File: config.mk
export PLATFORM = sky130hd
export DESIGN_NAME = pll_divider_code_encoder
export DESIGN_NICKNAME = d
export VERILOG_FILES = /design/src/sv/pdce_pkg.sv /design/src/sv/pll_divider_code_encoder.sv /design/src/sv/pdce_datapath.sv /design/src/sv/pdce_ctrl.sv
export VERILOG_INCLUDE_DIRS = /design/src /design/src/sv
export SDC_FILE = /design/constraint.sdc
export NUM_CORES = 1
export LEC_CHECK = 0
export BUFFER_PORTS_ARGS = -buffer_cell sky130_fd_sc_hd__buf_2
export CAP_MARGIN = 40
export CELL_PAD_IN_SITES_DETAIL_PLACEMENT = 0
export CELL_PAD_IN_SITES_GLOBAL_PLACEMENT = 2
export CORE_MARGIN = 2
export CORE_UTILIZATION = 39
export CTS_CLUSTER_DIAMETER = 150
export DETAILED_ROUTE_END_ITERATION = 8
export GPL_ROUTABILITY_DRIVEN = 0
export PLACE_DENSITY = 0.86
export SYNTH_ARGS = -nofsm -noshare
export SYNTH_HDL_FRONTEND = slang
export SYNTH_SLANG_ARGS = --single-unit
File: constraint.sdc
create_clock -name clk_i -period 5.1 [get_ports clk_i]
set_clock_uncertainty 0.05 [all_clocks]
set_input_delay 1.02 -clock clk_i [delete_from_list [all_inputs] [get_ports clk_i]]
set_output_delay 1.02 -clock clk_i [all_outputs]
set_load 0.03 [all_outputs]
File: src/sv/pll_divider_code_encoder_assert.svh
// ----------------------------------------------------------------------------
// pll divider code encoder assertion macros
// concurrent assertion wrappers, compiled out when NO_ASSERTIONS is set
// ----------------------------------------------------------------------------
`ifndef PLL_DIVIDER_CODE_ENCODER_ASSERT_SVH
`define PLL_DIVIDER_CODE_ENCODER_ASSERT_SVH

`ifndef NO_ASSERTIONS

// checked only outside reset
`define PDCE_ASSERT(label, prop, msg) \
  label: assert property (@(posedge clk_i) disable iff (!rst_ni) prop) else $error(msg);

// checked on every edge, reset included
`define PDCE_ASSERT_ALWAYS(label, prop, msg) \
  label: assert property (@(posedge clk_i) prop) else $error(msg);

`else

`define PDCE_ASSERT(label, prop, msg)
`define PDCE_ASSERT_ALWAYS(label, prop, msg)

`endif

`endif

File: src/sv/pdce_pkg.sv
// ----------------------------------------------------------------------------
// pdce_pkg
// shared types, constants and lfsr step functions of the pll code encoder
// ----------------------------------------------------------------------------
package pdce_pkg;

  // field widths
  localparam int unsigned MultW   = 16;
  localparam int unsigned PredivW = 9;
  localparam int unsigned PostW   = 6;
  localparam int unsigned MCodeW  = 20;
  localparam int unsigned NCodeW  = 12;
  localparam int unsigned PCodeW  = 8;
  localparam int unsigned SelPW   = 5;
  localparam int unsigned SelIW   = 6;

  // step counter widths
  localparam int unsigned MCntW = 15;
  localparam int unsigned NCntW = 8;
  localparam int unsigned PCntW = 5;

  // divider for 1024 / (m + 9)
  localparam int unsigned DivQW   = 11;
  localparam int unsigned DivRemW = 10;
  localparam int unsigned DivDW   = 9;
  localparam int unsigned DivCntW = 4;
  localparam logic [DivCntW-1:0] DivSteps = 4'd11;

  // range limits
  localparam logic [MultW:0]   MMax = 17'h08000;
  localparam logic [PredivW:0] NMax = 10'h100;
  localparam logic [PostW:0]   PMax = 7'h20;

  // seeds
  localparam logic [MCodeW-1:0] MSeed = 20'h04000;
  localparam logic [NCodeW-1:0] NSeed = 12'h080;
  localparam logic [PCodeW-1:0] PSeed = 8'h10;

  // fixed words for values 0, 1 and 2
  localparam logic [MCodeW-1:0] MWord0 = 20'hFFFFF;
  localparam logic [MCodeW-1:0] MWord1 = 20'h18003;
  localparam logic [MCodeW-1:0] MWord2 = 20'h10003;
  localparam logic [NCodeW-1:0] NWord0 = 12'hFFF;
  localparam logic [NCodeW-1:0] NWord1 = 12'h302;
  localparam logic [NCodeW-1:0] NWord2 = 12'h202;
  localparam logic [PCodeW-1:0] PWord0 = 8'hFF;
  localparam logic [PCodeW-1:0] PWord1 = 8'h62;
  localparam logic [PCodeW-1:0] PWord2 = 8'h42;

  // filter selection thresholds
  localparam logic [MultW-1:0] MSelHigh  = 16'd16384;
  localparam logic [MultW-1:0] MSelMid   = 16'd8192;
  localparam logic [MultW-1:0] MSelLow   = 16'd2048;
  localparam logic [MultW-1:0] MSelFixed = 16'd501;
  localparam logic [MultW-1:0] MSelDiv   = 16'd60;
  localparam logic [DivDW-1:0] MDivOfs   = 9'd9;
  localparam logic [SelPW-1:0] SelPMax   = 5'd31;

  // controller to datapath commands
  typedef struct packed {
    logic load;
    logic run;
    logic capture;
  } pdce_cmd_t;

  // datapath to controller status
  typedef struct packed {
    logic busy;
  } pdce_sts_t;

  // one result beat
  typedef struct packed {
    logic              sel_r;
    logic [SelIW-1:0]  sel_i;
    logic [SelPW-1:0]  sel_p;
    logic [PCodeW-1:0] p_code;
    logic [NCodeW-1:0] n_code;
    logic [MCodeW-1:0] m_code;
  } pdce_result_t;

  // 15-bit lfsr, new bit = b0 ^ b1
  function automatic logic [MCodeW-1:0] lfsr_m_step(input logic [MCodeW-1:0] x);
    return {5'b0, x[0] ^ x[1], x[14:1]};
  endfunction

  // 8-bit lfsr, new bit = b0 ^ b2 ^ b3 ^ b4
  function automatic logic [NCodeW-1:0] lfsr_n_step(input logic [NCodeW-1:0] x);
    return {4'b0, x[0] ^ x[2] ^ x[3] ^ x[4], x[7:1]};
  endfunction

  // 5-bit lfsr, new bit = b0 ^ b2
  function automatic logic [PCodeW-1:0] lfsr_p_step(input logic [PCodeW-1:0] x);
    return {3'b0, x[0] ^ x[2], x[4:1]};
  endfunction

endpackage

File: src/sv/pll_divider_code_encoder.sv
// ----------------------------------------------------------------------------
// pll_divider_code_encoder
// encodes pll multiplier, pre-divider and post-divider into lfsr code words
// and loop filter selections
// ----------------------------------------------------------------------------
// channel  dir  fields (low bit up)
// s_axis   in   mult_m[15:0] prediv_n[24:16] postdiv_p[30:25] pad[31]
// m_axis   out  m_code[19:0] n_code[31:20] p_code[39:32] sel_p[44:40]
//               sel_i[50:45] sel_r[51] pad[55:52]
//
// result registered once the m, n and p lfsr steps and the divider are done; the
// next beat is taken after capture; the longest run is set by the m lfsr counter
// the 11-step serial divider for the integral selection runs alongside
// a result waits in the output register while the next item is accepted
// an item finished while the output register is still full holds until taken
// reset clears the controller and step counters; no clearing pass
// ----------------------------------------------------------------------------
module pll_divider_code_encoder
  import pdce_pkg::*;
(
  input  logic        clk_i,
  input  logic        rst_ni,
  input  logic        s_axis_tvalid,
  output logic        s_axis_tready,
  input  logic [31:0] s_axis_tdata,   // mult_m, prediv_n, postdiv_p, pad
  output logic        m_axis_tvalid,
  input  logic        m_axis_tready,
  output logic [55:0] m_axis_tdata    // m_code, n_code, p_code, sel_p, sel_i, sel_r, pad
);

  pdce_cmd_t    cmd;
  pdce_sts_t    sts;
  pdce_result_t result;

  // controller
  pdce_ctrl u_ctrl (
    .clk_i       (clk_i),
    .rst_ni      (rst_ni),
    .in_valid_i  (s_axis_tvalid),
    .in_ready_o  (s_axis_tready),
    .out_valid_o (m_axis_tvalid),
    .out_ready_i (m_axis_tready),
    .cmd_o       (cmd),
    .sts_i       (sts)
  );

  // datapath
  pdce_datapath u_datapath (
    .clk_i       (clk_i),
    .rst_ni      (rst_ni),
    .cmd_i       (cmd),
    .sts_o       (sts),
    .mult_m_i    (s_axis_tdata[15:0]),
    .prediv_n_i  (s_axis_tdata[24:16]),
    .postdiv_p_i (s_axis_tdata[30:25]),
    .result_o    (result)
  );

  // pack result beat
  assign m_axis_tdata = {4'b0, result};

endmodule

File: src/sv/pdce_datapath.sv
// ----------------------------------------------------------------------------
// pdce_datapath
// lfsr registers with step counters, serial divider and result register
// ----------------------------------------------------------------------------
`include "pll_divider_code_encoder_assert.svh"

module pdce_datapath
  import pdce_pkg::*;
(
  input  logic                 clk_i,
  input  logic                 rst_ni,
  input  pdce_cmd_t            cmd_i,
  output pdce_sts_t            sts_o,
  input  logic [MultW-1:0]     mult_m_i,
  input  logic [PredivW-1:0]   prediv_n_i,
  input  logic [PostW-1:0]     postdiv_p_i,
  output pdce_result_t         result_o
);

  logic [MCodeW-1:0]  m_lfsr_q, m_lfsr_d;
  logic [NCodeW-1:0]  n_lfsr_q, n_lfsr_d;
  logic [PCodeW-1:0]  p_lfsr_q, p_lfsr_d;
  logic [MCntW-1:0]   m_cnt_q, m_cnt_d;
  logic [NCntW-1:0]   n_cnt_q, n_cnt_d;
  logic [PCntW-1:0]   p_cnt_q, p_cnt_d;
  logic [MultW-1:0]   m_val_q, m_val_d;
  logic [DivDW-1:0]   div_d_q, div_d_d;
  logic [DivRemW-1:0] div_rem_q, div_rem_d;
  logic [DivQW-1:0]   div_quo_q, div_quo_d;
  logic [DivCntW-1:0] div_cnt_q, div_cnt_d;
  pdce_result_t       result_q, result_d;

  logic [DivRemW:0]   div_trial;
  logic               div_ge;
  logic [MultW:0]     m_steps;
  logic [PredivW:0]   n_steps;
  logic [PostW:0]     p_steps;
  logic [SelPW-1:0]   sel_p;
  logic [SelIW-1:0]   sel_i;

  // step counts: max - value + 1, none outside 3..max
  always_comb begin
    m_steps = MMax - {1'b0, mult_m_i} + 17'd1;
    n_steps = NMax - {1'b0, prediv_n_i} + 10'd1;
    p_steps = PMax - {1'b0, postdiv_p_i} + 7'd1;
    if (({1'b0, mult_m_i} > MMax) || (mult_m_i < 16'd3)) m_steps = '0;
    if (({1'b0, prediv_n_i} > NMax) || (prediv_n_i < 9'd3)) n_steps = '0;
    if (({1'b0, postdiv_p_i} > PMax) || (postdiv_p_i < 6'd3)) p_steps = '0;
  end

  // restoring division step, dividend bit set only on the first step
  always_comb begin
    div_trial = {div_rem_q, (div_cnt_q == DivSteps)};
    div_ge    = div_trial >= {2'b0, div_d_q};
  end

  // loop filter selections from the held multiplier
  always_comb begin
    sel_p = (m_val_q < MSelDiv) ? (m_val_q[5:1] + 5'd1) : SelPMax;
    priority if (m_val_q > MSelHigh) begin
      sel_i = 6'd1;
    end else if (m_val_q > MSelMid) begin
      sel_i = 6'd2;
    end else if (m_val_q > MSelLow) begin
      sel_i = 6'd4;
    end else if (m_val_q >= MSelFixed) begin
      sel_i = 6'd8;
    end else if (m_val_q >= MSelDiv) begin
      sel_i = {div_quo_q[3:0], 2'b00};
    end else begin
      sel_i = {m_val_q[5:2], 2'b00} + 6'd4;
    end
  end

  // load, step and capture
  always_comb begin
    m_lfsr_d  = m_lfsr_q;
    n_lfsr_d  = n_lfsr_q;
    p_lfsr_d  = p_lfsr_q;
    m_cnt_d   = m_cnt_q;
    n_cnt_d   = n_cnt_q;
    p_cnt_d   = p_cnt_q;
    m_val_d   = m_val_q;
    div_d_d   = div_d_q;
    div_rem_d = div_rem_q;
    div_quo_d = div_quo_q;
    div_cnt_d = div_cnt_q;
    result_d  = result_q;
    if (cmd_i.load) begin
      m_val_d   = mult_m_i;
      div_d_d   = mult_m_i[DivDW-1:0] + MDivOfs;
      div_rem_d = '0;
      div_quo_d = '0;
      div_cnt_d = DivSteps;
      m_cnt_d   = m_steps[MCntW-1:0];
      n_cnt_d   = n_steps[NCntW-1:0];
      p_cnt_d   = p_steps[PCntW-1:0];
      unique case (mult_m_i)
        16'd0:   m_lfsr_d = MWord0;
        16'd1:   m_lfsr_d = MWord1;
        16'd2:   m_lfsr_d = MWord2;
        default: m_lfsr_d = MSeed;
      endcase
      unique case (prediv_n_i)
        9'd0:    n_lfsr_d = NWord0;
        9'd1:    n_lfsr_d = NWord1;
        9'd2:    n_lfsr_d = NWord2;
        default: n_lfsr_d = NSeed;
      endcase
      unique case (postdiv_p_i)
        6'd0:    p_lfsr_d = PWord0;
        6'd1:    p_lfsr_d = PWord1;
        6'd2:    p_lfsr_d = PWord2;
        default: p_lfsr_d = PSeed;
      endcase
    end else if (cmd_i.run) begin
      if (m_cnt_q != '0) begin
        m_lfsr_d = lfsr_m_step(m_lfsr_q);
        m_cnt_d  = m_cnt_q - 1'b1;
      end
      if (n_cnt_q != '0) begin
        n_lfsr_d = lfsr_n_step(n_lfsr_q);
        n_cnt_d  = n_cnt_q - 1'b1;
      end
      if (p_cnt_q != '0) begin
        p_lfsr_d = lfsr_p_step(p_lfsr_q);
        p_cnt_d  = p_cnt_q - 1'b1;
      end
      if (div_cnt_q != '0) begin
        div_cnt_d = div_cnt_q - 1'b1;
        div_quo_d = {div_quo_q[DivQW-2:0], div_ge};
        div_rem_d = div_ge ? DivRemW'(div_trial - {2'b0, div_d_q})
                           : div_trial[DivRemW-1:0];
      end
    end
    if (cmd_i.capture) begin
      result_d.m_code = m_lfsr_q;
      result_d.n_code = n_lfsr_q;
      result_d.p_code = p_lfsr_q;
      result_d.sel_p  = sel_p;
      result_d.sel_i  = sel_i;
      result_d.sel_r  = 1'b0;
    end
  end

  // counters are control state
  always_ff @(posedge clk_i or negedge rst_ni) begin
    if (!rst_ni) begin
      m_cnt_q   <= '0;
      n_cnt_q   <= '0;
      p_cnt_q   <= '0;
      div_cnt_q <= '0;
    end else begin
      m_cnt_q   <= m_cnt_d;
      n_cnt_q   <= n_cnt_d;
      p_cnt_q   <= p_cnt_d;
      div_cnt_q <= div_cnt_d;
    end
  end

  // payload registers
  always_ff @(posedge clk_i) begin
    m_lfsr_q  <= m_lfsr_d;
    n_lfsr_q  <= n_lfsr_d;
    p_lfsr_q  <= p_lfsr_d;
    m_val_q   <= m_val_d;
    div_d_q   <= div_d_d;
    div_rem_q <= div_rem_d;
    div_quo_q <= div_quo_d;
    result_q  <= result_d;
  end

  assign sts_o.busy = (m_cnt_q != '0) || (n_cnt_q != '0) || (p_cnt_q != '0) ||
                      (div_cnt_q != '0);
  assign result_o   = result_q;

  // assertions
  `PDCE_ASSERT(a_div_cnt_range, div_cnt_q <= DivSteps, "divider count out of range")
  `PDCE_ASSERT(a_m_cnt_dec,
    (cmd_i.run && !cmd_i.load && m_cnt_q != '0) |=> (m_cnt_q == $past(m_cnt_q) - 1'b1),
    "m step counter did not count down")
  `PDCE_ASSERT(a_capture_idle, cmd_i.capture |-> !sts_o.busy,
    "result captured while lfsr or divider still busy")

endmodule

File: src/sv/pdce_ctrl.sv
// ----------------------------------------------------------------------------
// pdce_ctrl
// controller: takes an input beat, runs the datapath, hands off the result
// ----------------------------------------------------------------------------
`include "pll_divider_code_encoder_assert.svh"

module pdce_ctrl
  import pdce_pkg::*;
(
  input  logic      clk_i,
  input  logic      rst_ni,
  input  logic      in_valid_i,
  output logic      in_ready_o,
  output logic      out_valid_o,
  input  logic      out_ready_i,
  output pdce_cmd_t cmd_o,
  input  pdce_sts_t sts_i
);

  localparam logic StIdle = 1'b0;
  localparam logic StRun  = 1'b1;

  logic state_q, state_d;
  logic out_valid_q, out_valid_d;

  // next state and commands
  always_comb begin
    state_d    = state_q;
    cmd_o      = '0;
    in_ready_o = 1'b0;
    unique case (state_q)
      StIdle: begin
        in_ready_o = 1'b1;
        if (in_valid_i) begin
          cmd_o.load = 1'b1;
          state_d    = StRun;
        end
      end
      StRun: begin
        cmd_o.run = 1'b1;
        if (!sts_i.busy && (!out_valid_q || out_ready_i)) begin
          cmd_o.capture = 1'b1;
          state_d       = StIdle;
        end
      end
    endcase
  end

  // output register valid
  always_comb begin
    out_valid_d = out_valid_q;
    if (cmd_o.capture) begin
      out_valid_d = 1'b1;
    end else if (out_ready_i) begin
      out_valid_d = 1'b0;
    end
  end

  always_ff @(posedge clk_i or negedge rst_ni) begin
    if (!rst_ni) begin
      state_q     <= StIdle;
      out_valid_q <= 1'b0;
    end else begin
      state_q     <= state_d;
      out_valid_q <= out_valid_d;
    end
  end

  assign out_valid_o = out_valid_q;

  // assertions
  `PDCE_ASSERT(a_no_overwrite, cmd_o.capture |-> (!out_valid_q || out_ready_i),
    "result register overwritten before it was taken")
  `PDCE_ASSERT(a_capture_sets_valid, cmd_o.capture |=> out_valid_q,
    "captured result not presented")
  `PDCE_ASSERT(a_load_then_run, cmd_o.load |=> (state_q == StRun && !in_ready_o),
    "accepted beat did not start a run")

endmodule
# After elaboration in Yosys (flattened, before gate mapping)
# Index checks and enable logic that the tools add are counted.
# totals
in_bits	36
word_cells	133
ff_bits	164
out_inout_bits	58
# op_classes
n_mux	41
n_eq_ne	7
order_cmp	13
n_reduce_logical	31
n_addsub	14
bitwise	6
# op_table
operator	n
$mux 15	4
$mux 20	3
$pmux 20 s3	1
$mux 8	7
$mux 12	3
$pmux 12 s3	1
$pmux 8 s3	1
$mux 5	4
$eq 16x1->1 const B	1
$eq 16x2->1 const B	1
$ge 16x6->1 const B	1
$ge 16x9->1 const B	1
$gt 16x12->1 const B	1
$gt 16x14->1 const B	1
$gt 16x15->1 const B	1
$gt 16x16->1 const B	1
$logic_not 16->1	1
$lt 16x2->1 const B	1
$lt 16x6->1 const B	1
$mux 4	4
$add 15x1->15 const B	1
$reduce_bool 15->1	1
$sub 1x15->15 const A	1
$sub 15x1->15 const B	1
41 further kinds	69

# Depth between registers and ports, before layout
# Gate-level depths: netlist (run 1).
# depth
ltp_word	10
depth_mapped	11
depth_no_buf	11

# By module
# Synthesis (run 1) repeated with hierarchy kept, for this count alone.
# unflattened
hier_cells	671
hier_area_um2	7761.2
# by_module_without_submodules
module	cells_per_inst	seq_area_each_um2	area_each_um2	n_inst
pdce_datapath	654	4384.2	7612.3	1
pdce_ctrl	12	50.0	115.1	1
pll_divider_code_encoder	5	0.0	33.8	1

# Worst setup path after synthesis (run 1)
# OpenSTA, ideal clock, no wires.
# synth_path
path_type	register to register
from	register u_datapath.m_cnt_q[0]
to	register u_datapath.result_q (netlist bit u_datapath.result_o[0]) (enable)
synth_period_minus_slack_ps	4225
setup_time_ps	456
t_required_ps	4594
stages_incl_launch_ff	7
arrival_time_ps	3718
path_buffers	0
setup_slack_ps	875
path_cell_list	dfrtp_1 inv_1 ha_1 or3b_2 nor4_1 nand4_1 nor2_1
# synth_lines
element	line_no	source
start: declaration	pdce_datapath.sv:23	logic [MCntW-1:0] m_cnt_q, m_cnt_d;
start signal: assignment	pdce_datapath.sv:154	m_cnt_q <= m_cnt_d;
end signal: assignment	pdce_datapath.sv:170	result_q <= result_d;
end: declaration	pdce_datapath.sv:31	pdce_result_t result_q, result_d;

==> results of run 1 <==
layout make-up:
cell class / count / area share (%)
flip-flops and latches: 158 / 48.9
multi-input cells: 470 / 34.1
repair buffers: 94 / 5.38
clock buffers: 17 / 4.69
well taps: 265 / 3.65
inverters: 41 / 1.70
clock inverters: 15 / 1.64
logic make-up (layout without fill, tap and decap cells):
group                      after synthesis  count (layout)  synth area share [%]
AOI/OAI and AO/OA                      156             156                  13.2
xor gates and xnor gates                50              50                  5.61
adders and majority gates               32              32                  5.22
buffers and inverters                   76             167                  4.07
DFF                                    158             158                  56.8
muxes                                    9               9                  1.17
other                                    1               5                0.0480
and+or+nand+nor                        218             218                  13.9
flip-flops by register name (all words and copies together) (netlist names):
register              count
u_ctrl.out_valid_o        1
u_ctrl.state_q            1
u_datapath.div_cnt_q      4
u_datapath.div_d_q        9
u_datapath.div_quo_q      4
u_datapath.div_rem_q     10
u_datapath.m_cnt_q       15
u_datapath.m_lfsr_q      18
u_datapath.m_val_q       16
u_datapath.n_cnt_q        8
u_datapath.n_lfsr_q      11
u_datapath.p_cnt_q        5
u_datapath.p_lfsr_q       8
u_datapath.result_o      48
routing by layer:
layer / part of all wire (%) / global-route usage (%) / wire [um]
met3: 2.8 / 3.07 / 456
met2: 49 / 26.1 / 7960
met5: 0 / 0 / 0
met4: 1.2 / 4.95 / 200
met1: 47 / 21.1 / 7650
metrics by stage:
stage                     std cells  hold slack, ps
after floorplan                 704             350
after global placement         1027             351
after detailed placement       1028             355
after CTS                      1060             371
after global routing           1060             383
final                          1060             370
worst paths after layout:
check / from / endpoint / cells past startpoint
max reg2reg: u_datapath.m_cnt_q[0] / u_datapath.result_o[29] / 7
min: u_datapath.n_lfsr_q[8] / u_datapath.result_o[28] / 0
min reg2reg: u_datapath.n_lfsr_q[8] / u_datapath.result_o[28] / 0
max in group asynchronous: rst_ni / u_datapath.p_cnt_q[4] / 1
max: u_datapath.m_cnt_q[0] / u_datapath.result_o[29] / 7
min in group asynchronous: rst_ni / u_datapath.n_cnt_q[0] / 1
synth_stat cells (5+ instances only):
master and number:
a211oi_1 13, a21o_1 17, a21oi_1 35, a31oi_1 6, buf_4 8, clkbuf_1 23, dfrtp_1 34, dfxtp_1 14
edfxtp_1 110, ha_1 31, inv_1 40, mux2i_1 8, nand2_1 68, nand2b_1 7, nand3_1 20, nand4_1 5
nor2_1 45, nor2b_1 6, nor3_1 17, nor4_1 12, o21a_1 5, o21ai_0 36, o22ai_1 6, or3_1 6
xnor2_1 30, xor2_1 20
worst register-to-register path, cell delays in order, from the launching register on:
cell and delay [ps]:
dfrtp_1 420, inv_1 80, ha_1 180, or3b_2 520
nor4_1 480, nand4_1 240, nor2_4 420, buf_4 510
power by group:
group / internal [mW] / switching, mW
combinational: 0.531 / 0.573
clock: 0.687 / 0.549
sequential: 1.76 / 0.255
==> key figures, run 1 <==
Layout
  – Post-route cell area: 0.00907 mm2
  – Fin nets: between 800 and 900
  – Fillers: 1,821
  – Most frequent cells in the layout: 110 x edfxtp_1, 87 x buf_2, 67 x nand2_1
  – Multi-input combinational cell area: a little over 0.003 mm2
  – Share of post-route cells with drive strength above 1: 18.2%
  – Final core utilization: between 40% and 50%
  – Storage cell area: approximately 0.0044 mm2
  – Area delta synth->final: 16.1%
  – Antenna cells: 0
  – Most common cell after layout, fill and taps aside: edfxtp_1

Routing
  – Drt wl/cell: 15.3 um
  – DRT iter0 DRCs: 404
  – ANT nets after route: 0
  – DR pass1 iterations: 4
  – DR vias/cell: 5.09
  – Remaining DRCs: 0
  – Vias: between 5,000 and 6,000
  – Total Routed Length: ~16,000 um

Timing
  – Fin crit period: 3290 ps
  – RSZ-0062 raised after global routing: false
  – Crit share post-route: between 60% and 70%
  – Final setup vio count: 0
  – Final WS setup: 1810 ps
  – Max-Slew Margin vs Limit: 42.5%
  – Tightest Pin Transition: between 800 and 900 ps
  – Setup TNS: 0 ps
  – Final number of max-transition violations: 0
  – Fmax: 304 MHz
  – Final Hold Viols: 0

Clock network
  – CTS HTree Levels: 4
  – CTS tree: done
  – Inserted Clock Buffers: 17
  – Cts hold-fix bufs: 0
  – Worst-case clock buffer depth: 2
  – Latest clock arrival within the worst-skew pair: 420 ps
  – Clock root buffer: clkbuf_16
  – CTS Sinks: 158
  – Post-CTS Resized: 0
  – Clk slew on worst S/H paths: 70 ps
  – Post-CTS Setup Inserts: 0

Logic synthesis
  – Cell variety after synth: 68
  – Syn. warnings: 0
  – Syn avg cell area: 11.2 um2
  – Synthesized area: roughly 0.008 mm2
  – Share of the synthesized area in the top cell type: 42.3%
  – Main synth FF type: edfxtp_1
  – Synth top area cells: edfxtp_1 42%, dfrtp_1 11%, ha_1 5.0%, dfxtp_1 3.6%, xnor2_1 3.4%
  – Mapped Cells: 700
  – Number of synthesized flops with an enable pin: 110
  – Synth Register Bits: 158
  – Synth async-reset ratio: 21.5%
  – Sequential-to-total area share from yosys stat: 56.8%
  – Cell accounting for the most synthesized area: edfxtp_1

Worst setup path
  – Worst path max stage delay: 520 ps
  – Type of origin of the critical path: flop
  – R2r setup slk: 1810 ps
  – Critical path class: reg2reg
  – Critical path data arrival time: 3300 ps
  – CP max FO: 39
  – CP cell instances: inv_1, ha_1, or3b_2, nor4_1, nand4_1, nor2_4, buf_4
  – CP top delay family: simple AND/OR/NAND/NOR gates
  – CP endpoint kind: flop
  – Worst path required time: 5110 ps
  – Crit path buf inv count: 2
  – Max stage delay cell, worst path: or3b_2

Outcome
  – Outcome: complete, no violations

GRT
  – Tot GR Track Use: 15.8%
  – Largest net degree at the start of global routing: 40
  – Initial antenna violation count: 0
  – First-pass GRT wire length: 27,200 um
  – Grt ovf: 0
  – Vias in the first global route: around 5,400

Power
  – Peak VDD IR: 0.239 mV
  – P per Cell Area: 480 mW/mm2
  – Lkg Pwr: about 3.6 nW
  – Total Power: between 4 and 5 mW

Die
  – Die Width: 146 um
  – Die height: 146 um
  – Starting Density: 39.9%
  – DIE AREA: 0.0212 mm2
  – FP Rows: 51
  – Ports: 94
  – Core area: 0.0196 mm2

Place
  – Dpl ws: 1760 ps
  – Detailed Place HPWL: 11,500 um
  – I/O Buffers: 87
  – Placed Area: 0.00850 mm2

Run
  – Max cap viols: 0

Min path
  – Hold crit path type: reg2reg
Note: power is estimated with default switching activity, not from simulation.
==> run 2: changes to the inputs <==
--- a/config.mk
+++ b/config.mk
@@ -6,16 +6,17 @@
 export SDC_FILE = /design/constraint.sdc
 export NUM_CORES = 1
 export LEC_CHECK = 0
+export ABC_AREA = 1
 export BUFFER_PORTS_ARGS = -buffer_cell sky130_fd_sc_hd__buf_2
 export CAP_MARGIN = 40
 export CELL_PAD_IN_SITES_DETAIL_PLACEMENT = 0
 export CELL_PAD_IN_SITES_GLOBAL_PLACEMENT = 2
 export CORE_MARGIN = 2
-export CORE_UTILIZATION = 39
+export CORE_UTILIZATION = 36
 export CTS_CLUSTER_DIAMETER = 150
 export DETAILED_ROUTE_END_ITERATION = 8
 export GPL_ROUTABILITY_DRIVEN = 0
-export PLACE_DENSITY = 0.86
+export PLACE_DENSITY = 0.85
 export SYNTH_ARGS = -nofsm -noshare
 export SYNTH_HDL_FRONTEND = slang
 export SYNTH_SLANG_ARGS = --single-unit
==> constraint.sdc (replaced) <==
create_clock -name clk_i -period 3.1 [get_ports clk_i]
set_clock_uncertainty 0.05 [all_clocks]
set_input_delay 0.62 -clock clk_i [delete_from_list [all_inputs] [get_ports clk_i]]
set_output_delay 0.62 -clock clk_i [all_outputs]
set_load 0.03 [all_outputs]
==> run 2 against run 1 <==
  * Final cell count increased by 23%
  * Largest cell class unchanged
  * Synthesized cell count up 31%
  * Worst hold slack worse by 39 ps
  * Register-to-register slack lost 1200 ps
  * Critical endpoint is now u_datapath.m_lfsr_q[11]
  * Area after synthesis grew 6.1%
  * Largest power group unchanged
  * Setup slack got worse by 1200 ps
==> key figures, run 2 <==
Worst setup path
  – Crit path buf inv count: 2
  – Max stage delay cell, worst path: dfrtp_1
  – Worst path required time: 3220 ps
  – Critical path data arrival time: about 2600 ps
  – CP top delay family: simple AND/OR/NAND/NOR gates
  – CP endpoint kind: flop
  – CP max FO: 20
  – Critical path class: reg2reg
  – Type of origin of the critical path: flop
  – Worst path max stage delay: between 400 and 500 ps
  – CP cell instances: inv_1, ha_1, nand3_2, nor2_4, nand3_2, nand2_2, nand2_2, buf_4

Die
  – Starting Density: 36.6%
  – Core area: 0.0226 mm2
  – FP Rows: 55
  – Ports: 94
  – DIE AREA: about 0.024 mm2
  – Die height: between 150 and 200 um
  – Die Width: about 160 um

Logic synthesis
  – Synthesized area: 0.00829 mm2
  – Syn. warnings: 0
  – Cell accounting for the most synthesized area: edfxtp_1
  – Sequential-to-total area share from yosys stat: 53.5%
  – Top-count cell post-synth: nand2_1
  – Synth async-reset ratio: 21.5%
  – Main synth FF type: edfxtp_1
  – Cell variety after synth: 44
  – Number of synthesized flops with an enable pin: 110
  – Syn avg cell area: 9.04 um2
  – Mapped Cells: 917
  – Share of the synthesized area in the top cell type: roughly 40%
  – Top cells by count, synth: 229 x nand2_1, 112 x inv_1, 110 x edfxtp_1
  – Synth Register Bits: 158
  – Synth top area cells: edfxtp_1 40%, nand2_1 10%, dfrtp_1 10%, inv_1 5.1%, ha_1 4.7%

Layout
  – Share of post-route cells with drive strength above 1: ~16%
  – Antenna cells: 0
  – Area delta synth->final: 16.6%
  – Most frequent cells in the layout: 229 x nand2_1, 112 x inv_1, 110 x edfxtp_1
  – Fin nets: 1,079
  – Max reg flops: between 40 and 50
  – Most common cell after layout, fill and taps aside: nand2_1

Routing
  – DR pass1 iterations: 4
  – DR vias/cell: 4.68
  – Remaining DRCs: 0
  – Total Routed Length: roughly 18,000 um
  – DRT iter0 DRCs: approximately 390
  – ANT nets after route: 0
  – Drt wl/cell: about 14 um
  – Vias: roughly 6,000

Clock network
  – Clock root buffer: clkbuf_16
  – CTS HTree Levels: 4
  – Clk slew on worst S/H paths: 70 ps
  – Inserted Clock Buffers: 17
  – Latest clock arrival within the worst-skew pair: 430 ps
  – Post-CTS Resized: 0
  – CTS tree: done
  – Worst-case clock buffer depth: 2
  – CTS Sinks: between 150 and 200

Timing
  – Final number of max-transition violations: 0
  – Tightest Pin Transition: roughly 550 ps
  – Hold slack: 331 ps
  – Crit share post-route: 79.7%
  – Final Hold Viols: 0
  – Max-Slew Margin vs Limit: ~63%
  – RSZ-0062 raised after global routing: false
  – Final WS setup: 628 ps
  – Fmax: just over 400 MHz
  – Fin crit period: 2470 ps
  – Setup TNS: 0 ps
  – Final setup vio count: 0

Power
  – Lkg Pwr: 4.39 nW
  – P per Cell Area: about 770 mW/mm2
  – Peak VDD IR: between 0.3 and 0.4 mV
  – Total Power: around 7.5 mW

Place
  – Dpl ws: 607 ps
  – Detailed Place HPWL: around 13,000 um
  – I/O Buffers: 87

Outcome
  – Outcome: complete, no violations

Min path
  – Hold crit path type: in2reg

GRT
  – Largest net degree at the start of global routing: 64
  – First-pass GRT wire length: 29,700 um
  – Vias in the first global route: slightly below 6,000
  – Tot GR Track Use: 15.4%
  – Initial antenna violation count: 0
  – Grt ovf: 0

Run
  – Max cap viols: 0
run 2: cell count changes after synthesis, moves of 10 or more:
cell / before / now
a211oi_1: 13 / 1
a21o_1: 17 / 0
clkbuf_1: 23 / 2
inv_1: 40 / 112
nand2_1: 68 / 229
nand3_1: 20 / 63
nor2_1: 45 / 92
o21ai_0: 36 / 21
o21ai_1: 1 / 11
xnor2_1: 30 / 8
xor2_1: 20 / 30
run 2: logic make-up after synthesis:
kind of cell             Yosys count  share of synthesized area (%)
AND/OR/NAND/NOR                  444                           23.3
flip-flops                       158                           53.5
buffers and inverters            145                           7.32
AO/OA/AOI/OAI                     99                           6.87
XOR/XNOR                          38                           4.01
adder cells (fa/ha/maj)           32                           4.92
other                              1                         0.0452
run 2: timing repair:
| item | 4_1_cts | 5_1_grt |
|---|---|---|
| endpoints found under the hold margin | 6 | 0 |
| hold buffers | 1 | 0 |
| buffers inserted | 0 | 0 |
run 2: power by group:
group          internal [mW]  total (mW)  switching (mW)
registers               2.89        3.26           0.371
clock network           1.10        2.12            1.02
logic                  0.853        2.09            1.24
run 2: layout make-up:
cell class | instances | area, um2
Fill cell | 2204 | 13000
Sequential cell | 158 | 4430
Multi-Input combinational cell | 618 | 3270
Timing Repair Buffer | 95 | 536
Inverter | 121 | 457
Clock buffer | 17 | 425
Tap cell | 285 | 357
Clock inverter | 15 | 188
run 2: layer usage:
metal | global-route usage (%) | vias up | routed length, um
met4 | 4.50 | 0 | 173
met3 | 3.08 | 10 | 414
met2 | 25.2 | 76 | 8620
met1 | 20.9 | 2832 | 8740
li1 | - | 3209 | -
met5 | 0 | - | 0
run 2: per-stage QoR:
step	cells	utilization, %	area [um2]
after floorplan	921	-	8310
after global placement	1275	39.9	9020
after detailed placement	1276	40.0	9040
after CTS	1309	42.7	9670
after global routing	1309	42.7	9670
final	1309	42.7	9670
run 2: final timing paths:
| check | from | end | slack (ps) | cells past startpoint |
|---|---|---|---|---|
| max | u_datapath.m_cnt_q[0] | u_datapath.m_lfsr_q[11] | 630 | 8 |
| min | m_axis_tready | u_ctrl.out_valid_o | 330 | 2 |
| max reg2reg | u_datapath.m_cnt_q[0] | u_datapath.m_lfsr_q[11] | 630 | 8 |
| min reg2reg | u_datapath.p_lfsr_q[7] | u_datapath.result_o[39] | 370 | 0 |
| max in group asynchronous | rst_ni | u_datapath.m_cnt_q[6] | 2070 | 3 |
| min in group asynchronous | rst_ni | u_datapath.n_cnt_q[7] | 510 | 2 |
==> run 3: changes to the inputs <==
--- a/config.mk
+++ b/config.mk
@@ -6,17 +6,17 @@
 export SDC_FILE = /design/constraint.sdc
 export NUM_CORES = 1
 export LEC_CHECK = 0
-export ABC_AREA = 1
+export ABC_AREA = 0
 export BUFFER_PORTS_ARGS = -buffer_cell sky130_fd_sc_hd__buf_2
 export CAP_MARGIN = 40
 export CELL_PAD_IN_SITES_DETAIL_PLACEMENT = 0
 export CELL_PAD_IN_SITES_GLOBAL_PLACEMENT = 2
 export CORE_MARGIN = 2
-export CORE_UTILIZATION = 36
+export CORE_UTILIZATION = 35
 export CTS_CLUSTER_DIAMETER = 150
 export DETAILED_ROUTE_END_ITERATION = 8
 export GPL_ROUTABILITY_DRIVEN = 0
-export PLACE_DENSITY = 0.85
+export PLACE_DENSITY = 0.82
 export SYNTH_ARGS = -nofsm -noshare
 export SYNTH_HDL_FRONTEND = slang
 export SYNTH_SLANG_ARGS = --single-unit
==> constraint.sdc (replaced) <==
create_clock -name clk_i -period 2.1 [get_ports clk_i]
set_clock_uncertainty 0.05 [all_clocks]
set_input_delay 0.42 -clock clk_i [delete_from_list [all_inputs] [get_ports clk_i]]
set_output_delay 0.42 -clock clk_i [all_outputs]
set_load 0.03 [all_outputs]
==> run 3 against run 2 <==
  * The run now ends with negative setup slack left
  * Combinational power increased by 74%
  * Sequential power increased by 49%
  * Routed wire length increased by 6.3%
  * Final area increased by 9.7%
  * Critical path depth decreased by 1
  * Register-to-register slack got worse by 850 ps
  * Setup slack got worse by 850 ps
  * Non-clock buffer count increased by 126
  * Flip-flop and latch count unchanged
  * Die area decreased by 3.0%
  * Critical endpoint is now u_datapath.result_o[2]
  * Largest cell class unchanged
  * Highest routed layer unchanged
==> key figures, run 3 (same netlist as run 1, synthesis figures left out) <==
Power
  – Lkg Pwr: 4.40 nW
  – Total Power: 11.3 mW
  – Peak VDD IR: 0.462 mV
  – P per Cell Area: 1060 mW/mm2

Layout
  – Share of post-route cells with drive strength above 1: 33.6%
  – Most common cell after layout, fill and taps aside: edfxtp_1
  – Fin nets: 977
  – Storage cell area: 0.00443 mm2
  – Post-route cell area: 0.0106 mm2
  – Max reg flops: 48
  – Multi-input combinational cell area: around 0.0034 mm2
  – Antenna cells: 0
  – Most frequent cells in the layout: 110 x edfxtp_1, 105 x buf_4, 86 x buf_2
  – Fillers: 2,000
  – Area delta synth->final: 35.8%

GRT
  – Initial antenna violation count: 0
  – Largest net degree at the start of global routing: 35
  – Tot GR Track Use: about 16%
  – First-pass GRT wire length: 30,300 um
  – Grt ovf: 0
  – Vias in the first global route: 5,929

Routing
  – DRT iter0 DRCs: 282
  – DR pass1 iterations: 4
  – Drt wl/cell: 15.9 um
  – Vias: 6,006
  – Total Routed Length: 19,100 um
  – Remaining DRCs: 0
  – ANT nets after route: 0
  – DR vias/cell: 5.00

Die
  – Core area: 0.0219 mm2
  – FP Rows: 54
  – Die height: 153 um
  – Die Width: 153 um
  – Starting Density: 35.7%
  – DIE AREA: 0.0235 mm2
  – Ports: 94

Worst setup path
  – Worst path required time: 2190 ps
  – Critical path class: reg2reg
  – Critical path data arrival time: 2420 ps
  – CP max FO: 5
  – CP endpoint kind: flop
  – Type of origin of the critical path: flop

Timing
  – Crit share post-route: 111%
  – Final WS setup: -223 ps
  – Fin crit period: 2320 ps
  – Setup TNS: -12,050 ps
  – Fmax: 430 MHz
  – Tightest Pin Transition: between 500 and 600 ps
  – Final setup vio count: 89
  – RSZ-0062 raised after global routing: true
  – Final Hold Viols: 0
  – Max-Slew Margin vs Limit: 60.0%
  – Final number of max-transition violations: 0

Place
  – Detailed Place HPWL: roughly 13,000 um
  – Placed Area: between 0.009 and 0.01 mm2
  – I/O Buffers: 87

Min path
  – Hold crit path type: in2reg

Run
  – Max cap viols: 0

Outcome
  – Failing checks: negative setup slack
  – Outcome: complete, but fails checks

Clock network
  – CTS Sinks: 158
  – CTS HTree Levels: 4
  – Clk slew on worst S/H paths: 60 ps
  – Latest clock arrival within the worst-skew pair: 430 ps
  – Clock root buffer: clkbuf_16
  – CTS tree: done
  – Inserted Clock Buffers: 17
  – Worst-case clock buffer depth: 2
## run 3: changes by cell type in the layout (fill, tap and decap cells not counted), moves of 22 or more
cell,before,now
xnor2_1,8,30
nand2_1,229,66
inv_1,112,38
buf_4,4,105
nor2_1,91,39
nand3_1,63,20
## run 3: critical path, stage by stage (launching register included)
cell	delay (ps)
dfrtp_1	380
or4_4	570
nor4_4	280
nand4_1	190
nor2_4	190
buf_12	150
buf_12	120
buf_16	110
## run 3: layout make-up
class	count	share of cell area, %
clock buffer	21	4.15
clock inverter	11	0.802
inverter	41	1.49
multi-input combinational	470	32.3
sequential	158	41.8
tap	280	3.30
timing repair buffer	221	16.1
## run 3: per-stage QoR
step,hold WS (ps),setup WS [ps],utilization (%),cells
floorplan,74.4,-501,-,704
global placement,352,-423,43.0,1143
detailed placement,355,-438,43.0,1143
CTS,188,-227,47.5,1195
global route,196,-335,48.5,1202
finish,200,-223,48.5,1202
## run 3: repair_timing
item | 4_1_cts | 5_1_grt
hold buffers | 1 | 0
endpoints found under the hold margin | 1 | 0
resized for setup | 43 | 37
cloned | 5 | 4
buffers inserted | 15 | 7
endpoints found under the setup margin | 93 | 104
pin swaps | 17 | 17
## run 3: path summary, 6_finish.rpt
path	start	endpoint	slack [ps]	cells past startpoint
hold / removal	s_axis_tdata[15]	u_datapath.m_val_q[15]	200	1
min in group asynchronous	rst_ni	u_datapath.n_cnt_q[1]	530	3
setup reg to reg	u_datapath.m_cnt_q[7]	u_datapath.result_o[2]	-220	7
setup / recovery	u_datapath.m_cnt_q[7]	u_datapath.result_o[2]	-220	7
max in group asynchronous	rst_ni	u_datapath.div_cnt_q[2]	1120	3
hold reg to reg	u_datapath.p_lfsr_q[5]	u_datapath.result_o[37]	370	0
## run 3: routing by layer
metal | routed length (um) | track usage, % | up-vias
met5 | 0 | 0 | -
met4 | 280 | 4.54 | 0
met3 | 828 | 3.97 | 18
met2 | 9050 | 26.2 | 105
met1 | 8920 | 21.7 | 2920
li1 | - | - | 2963
## run 3: power by group
| part | switching, mW | internal [mW] |
|---|---|---|
| Clock | 1.25 | 1.52 |
| Combinational | 1.78 | 1.86 |
| Sequential | 0.576 | 4.28 |
| Total | 3.60 | 7.67 |
